**src/hw/rtl/rpr_pkg.sv**
```systemverilog
// Shared types, constants and the frequency table function of the rotary position rotator.
// Depends on nothing; every other file of the block takes its names from here.
package rpr_pkg;

    localparam int unsigned HEAD_DIM_DEF = 64;

    localparam int unsigned POS_W   = 10;
    localparam int unsigned PAIR_W  = 5;
    localparam int unsigned DATA_W  = 18;
    localparam int unsigned FREQ_W  = 32;
    localparam int unsigned PHASE_W = 32;
    localparam int unsigned TRIG_W  = 16;
    localparam int unsigned IN_W    = 88;
    localparam int unsigned OUT_W   = 72;

    localparam logic [63:0] LOG2_BASE_Q40 = 64'd18262492834822;
    localparam logic [63:0] LN2_Q31       = 64'd1488522236;
    localparam logic [63:0] INV2PI_Q32    = 64'd683565276;
    localparam logic [63:0] ONE_Q31       = 64'd2147483648;
    localparam logic [30:0] HALFPI_Q30    = 31'd1686629713;
    localparam logic [31:0] ONE_Q30       = 32'd1073741824;

    localparam int unsigned SERIES_STEPS = 7;
    localparam int unsigned SIN_STEPS    = 6;
    localparam int unsigned SIN_DIV [SERIES_STEPS] = '{6, 20, 42, 72, 110, 156, 2};
    localparam int unsigned COS_DIV [SERIES_STEPS] = '{2, 12, 30, 56, 90, 132, 182};
    localparam int unsigned STEP_STG = 4;

    localparam int unsigned PHASE_STG = 2;
    localparam int unsigned TRIG_STG  = 2 + STEP_STG * SERIES_STEPS + 1;
    localparam int unsigned ROT_STG   = 3;
    localparam int unsigned PAY_STG   = PHASE_STG + TRIG_STG;
    localparam int unsigned PIPE_STG  = PAY_STG + ROT_STG;

    typedef logic [PIPE_STG-1:0] t_stg;

    typedef enum logic [1:0] {
        QUAD_I   = 2'd0,
        QUAD_II  = 2'd1,
        QUAD_III = 2'd2,
        QUAD_IV  = 2'd3
    } t_quad;

    // Sums are two's complement values kept in plain vectors.
    typedef struct packed {
        t_quad       quad;
        logic [31:0] a2;
        logic [31:0] s_term;
        logic [32:0] s_sum;
        logic [31:0] c_term;
        logic [32:0] c_sum;
    } t_ser;

    typedef struct packed {
        logic [DATA_W-1:0] q_lo;
        logic [DATA_W-1:0] q_hi;
        logic [DATA_W-1:0] k_lo;
        logic [DATA_W-1:0] k_hi;
    } t_qk;

    // Turns per position, 32 fraction bits, from the Q40 exponent of the period.
    function automatic logic [31:0] freq_from_t(input logic [63:0] t_exp);
        logic [63:0]        f_y;
        logic [63:0]        f_term;
        logic signed [63:0] f_sum;
        logic [63:0]        f_rnd;
        int unsigned        f_n;
        int unsigned        f_k;
        f_n    = int'(t_exp[63:40]);
        f_y    = (64'(t_exp[39:9]) * LN2_Q31) >> 31;
        f_term = ONE_Q31;
        f_sum  = $signed(ONE_Q31);
        for (f_k = 1; f_k <= 12; f_k++) begin
            f_term = ((f_term * f_y) >> 31) / 64'(f_k);
            if (f_k % 2 == 1) begin
                f_sum = f_sum - $signed(f_term);
            end else begin
                f_sum = f_sum + $signed(f_term);
            end
        end
        if (f_sum < 0) begin
            f_sum = '0;
        end
        f_rnd = ($unsigned(f_sum) * INV2PI_Q32 + (64'd1 << (30 + f_n))) >> (31 + f_n);
        return f_rnd[31:0];
    endfunction

endpackage

```
**src/hw/rtl/rpr_phase.sv**
```systemverilog
// Frequency table lookup and phase multiply, two register stages.
// Depends on rpr_pkg for widths and the table function.
module rpr_phase #(
    parameter int unsigned HEAD_DIM = rpr_pkg::HEAD_DIM_DEF
) (
    input  logic                              i_clk,
    input  logic [rpr_pkg::PHASE_STG-1:0]     i_en,
    input  logic [rpr_pkg::POS_W-1:0]         i_pos,
    input  logic [rpr_pkg::PAIR_W-1:0]        i_pair,
    output logic [rpr_pkg::PHASE_W-1:0]       o_phase
);

    localparam int unsigned HALF_DIM = HEAD_DIM / 2;
    localparam int unsigned ROM_N    = 2 ** rpr_pkg::PAIR_W;
    localparam int unsigned PROD_W   = rpr_pkg::POS_W + rpr_pkg::FREQ_W;

    logic [rpr_pkg::FREQ_W-1:0]  w_rom [ROM_N];
    logic [rpr_pkg::FREQ_W-1:0]  r_freq;
    logic [rpr_pkg::POS_W-1:0]   r_pos;
    logic [rpr_pkg::PHASE_W-1:0] r_phase;
    logic [PROD_W-1:0]           w_prod;

    // Pair indexes beyond the head wrap around half the head dimension.
    for (genvar j = 0; j < ROM_N; j++) begin : g_rom
        localparam logic [63:0] T_EXP =
            (64'(2 * (j % HALF_DIM)) * rpr_pkg::LOG2_BASE_Q40) / 64'(HEAD_DIM);
        localparam logic [31:0] FREQ = rpr_pkg::freq_from_t(T_EXP);
        assign w_rom[j] = FREQ[rpr_pkg::FREQ_W-1:0];
    end

    assign w_prod = PROD_W'(r_pos) * PROD_W'(r_freq);

    always_ff @(posedge i_clk) begin
        if (i_en[0]) begin
            r_freq <= w_rom[i_pair];
            r_pos  <= i_pos;
        end
        if (i_en[1]) begin
            r_phase <= w_prod[rpr_pkg::PHASE_W-1:0];
        end
    end

    assign o_phase = r_phase;

endmodule

```
**config.mk**
```make
export PLATFORM = sky130hd
export DESIGN_NAME = rpr_phase
export DESIGN_NICKNAME = d
export VERILOG_FILES = /design/src/hw/rtl/rpr_pkg.sv /design/src/hw/rtl/rpr_phase.sv
export SDC_FILE = /design/constraint.sdc
export NUM_CORES = 1
export LEC_CHECK = 0
export ABC_CLOCK_PERIOD_IN_PS = 5700
export BUFFER_PORTS_ARGS = -buffer_cell sky130_fd_sc_hd__buf_2
export CORE_MARGIN = 10
export CORE_UTILIZATION = 58
export CTS_CLUSTER_SIZE = 10
export DETAILED_ROUTE_END_ITERATION = 16
export PLACE_DENSITY = 0.83
export REMOVE_ABC_BUFFERS = 1
export SYNTH_ARGS = -nofsm -noshare
export SYNTH_HDL_FRONTEND = slang
export SYNTH_SLANG_ARGS = --single-unit
export TNS_END_PERCENT = 20
```
**constraint.sdc**
```tcl
create_clock -name i_clk -period 5.7 [get_ports i_clk]
set_clock_uncertainty 0.05 [all_clocks]
set_input_delay 0.57 -clock i_clk [delete_from_list [all_inputs] [get_ports i_clk]]
set_output_delay 0.57 -clock i_clk [all_outputs]
set_load 0.02 [all_outputs]
```
==> impl_metrics.py, run 1 <==
metrics = {
    "finish": {
        "final_common_cell": "inv_1",
        "drive_gt1_frac": 0.148,
        "areaGrowthSynthToFinish_pct": 13.8,
        "fin_area_mm2": 0.0130,
        "nFillCells": 1425,
        "final_cell_mix": "inv_1 (209), fa_1 (194), nand2_1 (155), and2_1 (145), buf_4 (78)",
        "fin_nets": 1583,
        "utilization": 0.670,
        "diodes": 0,
    },
    "global_route": {
        "grt_first_pass_wirelength_mm": 44.9,
        "grt_max_degree": 65,
        "antenna_found_initial": 0,
        "overflow": 0,
        "grt_pass1_vias": 9108,
        "grt_use_total": 0.211,
    },
    "placed_design": {
        "gp_congestion": 0.944,
        "postPlaceCellArea_mm2": 0.0123,
        "dp_hpwl_mm": 21.5,
        "portBuffers": 49,
    },
    "route": {
        "wl_per_cell_um": 17.5,
        "vias": 8917,
        "drtIter0Drc": 640,
        "route.detailed.drc": 0,
        "viasPerCell": 5.63,
        "routed_wl_mm": 27.7,
        "dr.pass1.iters": 6,
        "ant_nets": 0,
    },
    "sta": {
        "hold_viol": 0,
        "fin_crit_sh": 0.997,
        "slew-limit-headroom": 0.310,
        "tightest_slew_ns": 1.03,
        "min_period_ns": 5.68,
        "setup_viol": 0,
        "rsz0062_at_grt": "true",
        "whs_ns": 0.346,
        "max_freq_mhz": 176,
        "slew_violations": 0,
    },
    "critical_path": {
        "rr_startpoint": "r_pos[7]",
        "path_class": "reg2reg",
        "regToRegSetupSlack_ns": 0.02,
        "rr_worst_depth": 17,
        "endpoint_kind": "flop",
        "reg2reg_to": "o_phase[29]",
        "critical_path_arrival_ns": 5.74,
        "crit_required_ns": 5.75,
        "crit_fanout": 6,
        "start_kind": "flop",
    },
    "cts": {
        "clockRootBuffer": "clkbuf_16",
        "htreeDepth": 3,
        "clock_latency_ns": 0.35,
        "cts-buffers-inserted": 9,
        "cts_buffer_depth": 2,
        "path_clk_slew_ns": 0.05,
        "clock_sinks": 72,
        "cts_tree": "done",
    },
    "yosys": {
        "syn_inst": 1235,
        "synth_ff_type": "edfxtp_1",
        "synth_edf_count": 72,
        "synthArstFlopShare": 0,
        "synth_top_area_frac": 0.345,
        "syn_area_per_cell_um2": 9.25,
        "yosysWarnings": 0,
        "yosysTopAreaCell": "fa_1",
        "ys_top_cells_by_area": "fa_1 (35%), edfxtp_1 (19%), and2_1 (8.2%)",
        "ys_types": 54,
        "seq_area_frac_synth": 0.189,
        "synth_area_mm2": 0.0114,
        "ys_ff_latch": 72,
    },
    "die": {
        "pin_count": 50,
        "die_w_um": 160,
        "start_util": 0.589,
        "rows": 51,
        "core_mm2": 0.0194,
        "dieArea_mm2": 0.0257,
        "chipHeight_um": 160,
    },
    "hold_path": {
        "hold_class": "in2reg",
        "holdCritStartpoint": "i_pos[0]",
        "worstHoldEndpoint": "r_pos[0]",
        "hold_depth": 1,
    },
    "flow_run": {
        "maxCapViolCount": 0,
    },
    "outcome": {
        "status": "complete, no violations",
    },
}
-- cells by family (layout without fill, tap and decap cells) --
family,count (synthesis),count (layout),share of synthesized area
buffers and inverters,287,370,0.0943
xor gates and xnor gates,43,43,0.0330
adders and majority gates,252,252,0.406
muxes,2,2,0.00175
and+or+nand+nor,394,394,0.169
AOI/OAI and AO/OA,185,185,0.107
DFF,72,72,0.189
-- synthesized netlist by cell type (3+ instances only) --
| master | n |
|---|---|
| inv_1 | 212 |
| fa_1 | 197 |
| nand2_1 | 157 |
| and2_1 | 150 |
| edfxtp_1 | 72 |
| clkbuf_1 | 71 |
| ha_1 | 55 |
| a21oi_1 | 50 |
| nor2_1 | 46 |
| o21ai_0 | 42 |
| xnor2_1 | 34 |
| nand3_1 | 13 |
| a21o_1 | 12 |
| a211oi_1 | 11 |
| a31oi_1 | 11 |
| xor2_1 | 9 |
| nor3_1 | 8 |
| o21a_1 | 6 |
| o22ai_1 | 6 |
| nand2b_1 | 5 |
| o21bai_1 | 5 |
| and3_1 | 4 |
| buf_1 | 4 |
| nand4_1 | 4 |
| o211ai_1 | 4 |
| a221o_1 | 3 |
| a22oi_1 | 3 |
| o2111ai_1 | 3 |
| o31ai_1 | 3 |
-- what timing repair did --
action,CTS,global route
setup endpoints to repair,4,10
setup buffers,1,15
gates cloned,0,0
resized for setup,7,40
pin swaps,2,28
hold buffers,0,0
-- flip-flops by register name, summed over array words and instances, names as in the netlist --
| name | flops |
|---|---|
| r_freq | 30 |
| o_phase | 32 |
| r_pos | 10 |
-- per-stage QoR --
step           setup WS [ns]  setup TNS, ns  instances
3_5_place_dp         -0.0906         -0.166       1551
2_1_floorplan         -0.184         -0.184       1160
5_1_grt               -0.117         -0.426       1583
6_report              0.0164              0       1583
3_3_place_gp          0.0381              0       1551
4_1_cts              -0.0799        -0.0799       1568
-- worst max-delay path, cell delays in order, from the launching register on --
cell and delay (ns):
edfxtp_1 0.48, dlymetal6s2s_1 0.24, and2_1 0.18, fa_1 0.57, fa_1 0.45, fa_1 0.47
fa_1 0.49, inv_1 0.05, fa_1 0.49, inv_1 0.05, ha_1 0.30, o21ai_2 0.16
o211ai_1 0.13, a221o_1 0.34, a31oi_2 0.25, o31ai_4 0.13, or4_4 0.43, and3_4 0.18
-- how the worst max path moves through the flow --
stage	cells past startpoint	slack (ns)	to	start
floorplan	17	-0.18	o_phase[29]	r_pos[1]
global placement	17	0.04	o_phase[29]	r_freq[14]
detailed placement	17	-0.09	o_phase[29]	r_freq[14]
CTS	17	-0.08	o_phase[29]	r_pos[4]
global route	19	-0.12	o_phase[29]	r_freq[7]
finish	17	0.02	o_phase[29]	r_pos[7]
-- metal layers --
metal,up-vias,share of wire,GRT usage
met5,-,0,0
li1,4041,-,-
met2,463,0.48,0.350
met4,0,0.024,0.0693
met3,74,0.092,0.0442
met1,4339,0.40,0.270
-- cell type report --
| type | instances | area (um2) | share of cell area |
|---|---|---|---|
| Timing Repair Buffer | 142 | 1030 | 0.0792 |
| Tap cell | 265 | 332 | 0.0255 |
| Clock inverter | 7 | 86.3 | 0.00664 |
| Multi-Input combinational cell | 876 | 8360 | 0.644 |
| Sequential cell | 72 | 2160 | 0.166 |
| Clock buffer | 9 | 225 | 0.0173 |
| Inverter | 212 | 796 | 0.0612 |
Power of run 1 is not shown: default switching activity piles up to over one toggle a cycle in this logic, so the estimate is an artifact.
==> run 2: changes to the inputs <==
Settings changed: SETUP_SLACK_MARGIN set to 0.4.
==> run 2 against run 1 <==
  * Die area unchanged
  * First-iteration DRC count is 4.5% higher
  * Global-route usage grew 0.67 points
  * Final cell count rose by 0.25%
  * Register-to-register slack about the same
  * Clock-buffer cell count unchanged
  * Final area is 0.62% higher
  * Critical path type unchanged
  * Worst hold slack got worse by 0.0024 ns
  * Via count up 1.7%
  * Largest cell class unchanged
  * Non-clock buffer count rose by 4
  * Core utilization rose by 0.41 points
==> impl_metrics.py, run 2 (synthesis gave the netlist of run 1 again) <==
metrics = {
    "route": {
        "ant_nets": 0,
        "wl_per_cell_um": 17.7,
        "viasPerCell": 5.72,
        "vias": 9072,
        "drtIter0Drc": 669,
        "routed_wl_mm": 28.1,
        "route.detailed.drc": 0,
        "dr.pass1.iters": 5,
    },
    "finish": {
        "multi_input_area_mm2": 0.00843,
        "final_cell_mix": "inv_1 (207), fa_1 (192), nand2_1 (157), and2_1 (145), buf_4 (85)",
        "fin_cells": 1587,
        "areaGrowthSynthToFinish_pct": 14.5,
        "fin_nets": 1587,
        "fin_area_mm2": 0.0131,
        "drive_gt1_frac": 0.160,
        "largest_reg_flops": 32,
        "final_common_cell": "inv_1",
        "seq_area_mm2": 0.00216,
        "nFillCells": 1412,
        "diodes": 0,
    },
    "sta": {
        "finalSetupTns_ns": 0,
        "slew-limit-headroom": 0.314,
        "max_freq_mhz": 176,
        "hold_viol": 0,
        "setup_viol": 0,
        "fin_crit_sh": 0.999,
        "slew_violations": 0,
        "rsz0062_at_grt": "true",
        "tightest_slew_ns": 1.03,
        "whs_ns": 0.343,
        "min_period_ns": 5.69,
    },
    "cts": {
        "clock_latency_ns": 0.35,
        "clock_sinks": 72,
        "cts_buffer_depth": 2,
        "htreeDepth": 3,
        "hold_buffers": 0,
        "cts_tree": "done",
        "path_clk_slew_ns": 0.05,
        "clockRootBuffer": "clkbuf_16",
        "cts-buffers-inserted": 9,
    },
    "die": {
        "start_util": 0.589,
        "dieArea_mm2": 0.0257,
        "core_mm2": 0.0194,
        "die_w_um": 160,
        "rows": 51,
        "pin_count": 50,
        "chipHeight_um": 160,
    },
    "hold_path": {
        "hold_class": "in2reg",
        "holdCritStartpoint": "i_pos[6]",
        "worstHoldEndpoint": "r_pos[6]",
        "hold_depth": 1,
    },
    "global_route": {
        "antenna_found_initial": 0,
        "grt_first_pass_wirelength_mm": 46.2,
        "overflow": 0,
        "grt_use_total": 0.218,
        "grt_max_degree": 65,
        "grt_pass1_vias": 9250,
    },
    "critical_path": {
        "path_class": "reg2reg",
        "reg2reg_to": "o_phase[29]",
        "crit_fanout": 6,
        "endpoint_kind": "flop",
        "rr_worst_depth": 17,
        "crit_required_ns": 5.76,
        "critical_path_arrival_ns": 5.75,
        "rr_startpoint": "r_pos[6]",
        "regToRegSetupSlack_ns": 0.005,
        "start_kind": "flop",
    },
    "placed_design": {
        "gp_congestion": 0.944,
        "place_inst": 1551,
        "portBuffers": 49,
        "postPlaceCellArea_mm2": 0.0123,
        "dp_hpwl_mm": 21.5,
    },
    "flow_run": {
        "maxCapViolCount": 0,
    },
    "outcome": {
        "status": "complete, no violations",
    },
}
-- run 2: what timing repair did --
item,in CTS,in global routing
pin swaps,14,8
resized for setup,35,27
endpoints found under the hold margin,0,0
setup endpoints to repair,16,18
buffers inserted,17,3
-- run 2: worst max-delay path by stage --
stage	cells after the start	end	slack, ns	startpoint
floorplan	17	o_phase[29]	-0.18	r_pos[1]
global placement	17	o_phase[29]	0.04	r_freq[14]
detailed placement	17	o_phase[29]	-0.09	r_freq[14]
CTS	18	o_phase[29]	0.07	r_pos[6]
global route	19	o_phase[29]	-0.15	r_freq[5]
finish	17	o_phase[29]	0.005	r_pos[6]
-- run 2: metrics by stage --
| stage | util | setup WS [ns] |
|---|---|---|
| 6_report | 0.674 | 0.00515 |
| 5_1_grt | 0.674 | -0.146 |
| 4_1_cts | 0.668 | 0.0697 |
| 3_5_place_dp | 0.636 | -0.0906 |
| 3_3_place_gp | 0.636 | 0.0381 |
| 2_1_floorplan | - | -0.184 |
-- run 2: routing by layer --
metal,vias to the layer above,share of wire,GRT usage
met5,-,0,0
met4,0,0.029,0.0726
met3,78,0.084,0.0427
met2,453,0.48,0.361
met1,4488,0.40,0.281
li1,4053,-,-
-- run 2: worst max-delay path: stages (launching register included) --
cell	delay, ns
edfxtp_1	0.51
buf_4	0.20
and2_1	0.15
fa_1	0.47
fa_1	0.58
fa_1	0.43
fa_1	0.52
inv_1	0.06
fa_1	0.48
inv_1	0.05
ha_1	0.20
a211oi_2	0.26
o211ai_1	0.16
a221o_1	0.34
a31oi_2	0.24
o31ai_4	0.13
or4_4	0.44
and3_4	0.18
-- run 2: final cells by class --
type | count | area share
sequential | 72 | 0.165
tap | 265 | 0.0254
timing repair buffer | 146 | 0.0799
inverter | 212 | 0.0609
multi-input combinational | 876 | 0.645
clock inverter | 7 | 0.00660
clock buffer | 9 | 0.0172
Power of run 2 is left out for the same reason.
==> run 3: changes to the inputs <==
--- a/config.mk
+++ b/config.mk
@@ -13,2 +13,3 @@
 export DETAILED_ROUTE_END_ITERATION = 16
+export MAX_ROUTING_LAYER = met4
 export PLACE_DENSITY = 0.83
==> constraint.sdc (replaced) <==
create_clock -name i_clk -period 5.7 [get_ports i_clk]
set_clock_uncertainty 0.05 [all_clocks]
set_input_delay 0.285 -clock i_clk [delete_from_list [all_inputs] [get_ports i_clk]]
set_output_delay 0.285 -clock i_clk [all_outputs]
set_load 0.02 [all_outputs]
==> run 3 against run 2 <==
  * Critical endpoint unchanged
  * Largest cell class unchanged
  * Wire length up 16%
  * The flow now finishes with violations (setup timing)
  * Critical path type unchanged
  * Fmax is 4.0% lower
  * Non-clock buffer count up 53
==> impl_metrics.py, run 3 (synthesis gave the netlist of run 1 again) <==
metrics = {
    "outcome": {
        "status": "finished, violations left",
        "violations": "setup timing",
    },
    "sta": {
        "setup_viol": 4,
        "tightest_slew_ns": 0.950,
        "fin_crit_sh": 1.04,
        "min_period_ns": 5.93,
        "max_freq_mhz": 169,
        "slew_violations": 0,
        "rsz0062_at_grt": "true",
        "slew-limit-headroom": 0.367,
        "whs_ns": 0.0602,
        "hold_viol": 0,
        "timing.final.ws_setup_ns": -0.232,
    },
    "global_route": {
        "grt_pass1_vias": 9710,
        "antenna_found_initial": 0,
        "grt_first_pass_wirelength_mm": 49.1,
        "grt_use_total": 0.241,
        "grt_max_degree": 65,
        "overflow": 0,
    },
    "route": {
        "route.detailed.drc": 0,
        "wl_per_cell_um": 20.0,
        "routed_wl_mm": 32.7,
        "ant_nets": 0,
        "viasPerCell": 5.91,
        "dr.pass1.iters": 6,
        "drtIter0Drc": 931,
        "vias": 9690,
    },
    "placed_design": {
        "portBuffers": 49,
        "postPlaceCellArea_mm2": 0.0124,
        "dp_hpwl_mm": 21.3,
        "place_inst": 1559,
        "gp_congestion": 0.919,
        "pre_cts_ws_ns": -0.104,
    },
    "die": {
        "core_mm2": 0.0194,
        "die_w_um": 160,
        "pin_count": 50,
        "rows": 51,
        "start_util": 0.589,
        "dieArea_mm2": 0.0257,
        "chipHeight_um": 160,
    },
    "critical_path": {
        "start_kind": "flop",
        "critical_path_arrival_ns": 5.98,
        "crit_required_ns": 5.75,
        "endpoint_kind": "flop",
        "crit_fanout": 7,
        "path_class": "reg2reg",
    },
    "hold_path": {
        "hold_class": "in2reg",
    },
    "cts": {
        "htreeDepth": 3,
        "cts_buffer_depth": 2,
        "cts-buffers-inserted": 9,
        "cts_tree": "done",
        "path_clk_slew_ns": 0.06,
        "clockRootBuffer": "clkbuf_16",
        "clock_latency_ns": 0.35,
        "clock_sinks": 72,
        "hold_buffers": 0,
    },
    "flow_run": {
        "maxCapViolCount": 0,
    },
    "finish": {
        "diodes": 0,
        "fin_cells": 1640,
        "areaGrowthSynthToFinish_pct": 19.5,
        "final_common_cell": "inv_1",
        "fin_nets": 1640,
        "fin_area_mm2": 0.0136,
        "final_cell_mix": "inv_1 (196), fa_1 (191), nand2_1 (150), and2_1 (148), buf_4 (128)",
        "largest_reg_flops": 32,
        "drive_gt1_frac": 0.208,
    },
}
-- run 3: critical path, stage by stage, from the launching register on --
cell and delay [ns]:
edfxtp_1 0.63, nand2_1 0.17, fa_1 0.53, inv_1 0.08, fa_1 0.58, fa_2 0.44, fa_1 0.50, inv_1 0.06
fa_1 0.50, inv_1 0.07, ha_1 0.24, a211oi_4 0.27, o211ai_1 0.18, a221o_1 0.41, a31oi_2 0.25, o31ai_4 0.12
or4_4 0.42, and3_4 0.18
-- run 3: worst paths after layout --
| path | from | end | slack (ns) | cells after the start |
|---|---|---|---|---|
| setup / recovery | r_freq[16] | o_phase[29] | -0.23 | 17 |
| hold / removal | i_pos[6] | r_pos[6] | 0.06 | 1 |
| setup reg to reg | r_freq[16] | o_phase[29] | -0.23 | 17 |
| hold reg to reg | r_freq[0] | o_phase[0] | 0.73 | 2 |
-- run 3: metal layers --
| metal | GRT usage | share of wire | up-vias |
|---|---|---|---|
| li1 | - | - | 4161 |
| met1 | 0.282 | 0.36 | 4657 |
| met2 | 0.392 | 0.48 | 715 |
| met3 | 0.0539 | 0.11 | 157 |
| met4 | 0.109 | 0.050 | 0 |
| met5 | - | 0 | - |
-- run 3: cell type report --
cell class                      count  area (um2)
Tap cell                          265         332
Sequential cell                    72        2160
Multi-Input combinational cell    876        8560
Clock buffer                       10         229
Clock inverter                      6        83.8
Timing Repair Buffer              199        1480
Inverter                          212         796
Fill cell                        1283        5750
-- run 3: timing repair --
| item | 4_1_cts | 5_1_grt |
|---|---|---|
| resized for setup | 47 | 58 |
| hold endpoints to repair | 0 | 0 |
| gates cloned | 0 | 0 |
| pin swaps | 51 | 43 |
| setup endpoints to repair | 16 | 18 |
| buffers inserted | 49 | 16 |
-- run 3: through the flow --
| step | util | TNS [ns] |
|---|---|---|
| after floorplan | - | -0.184 |
| after global placement | 0.637 | 0 |
| after detailed placement | 0.637 | -0.193 |
| after CTS | 0.684 | 0 |
| after global routing | 0.704 | -0.941 |
| final | 0.704 | -0.340 |
Power of run 3 is left out for the same reason.
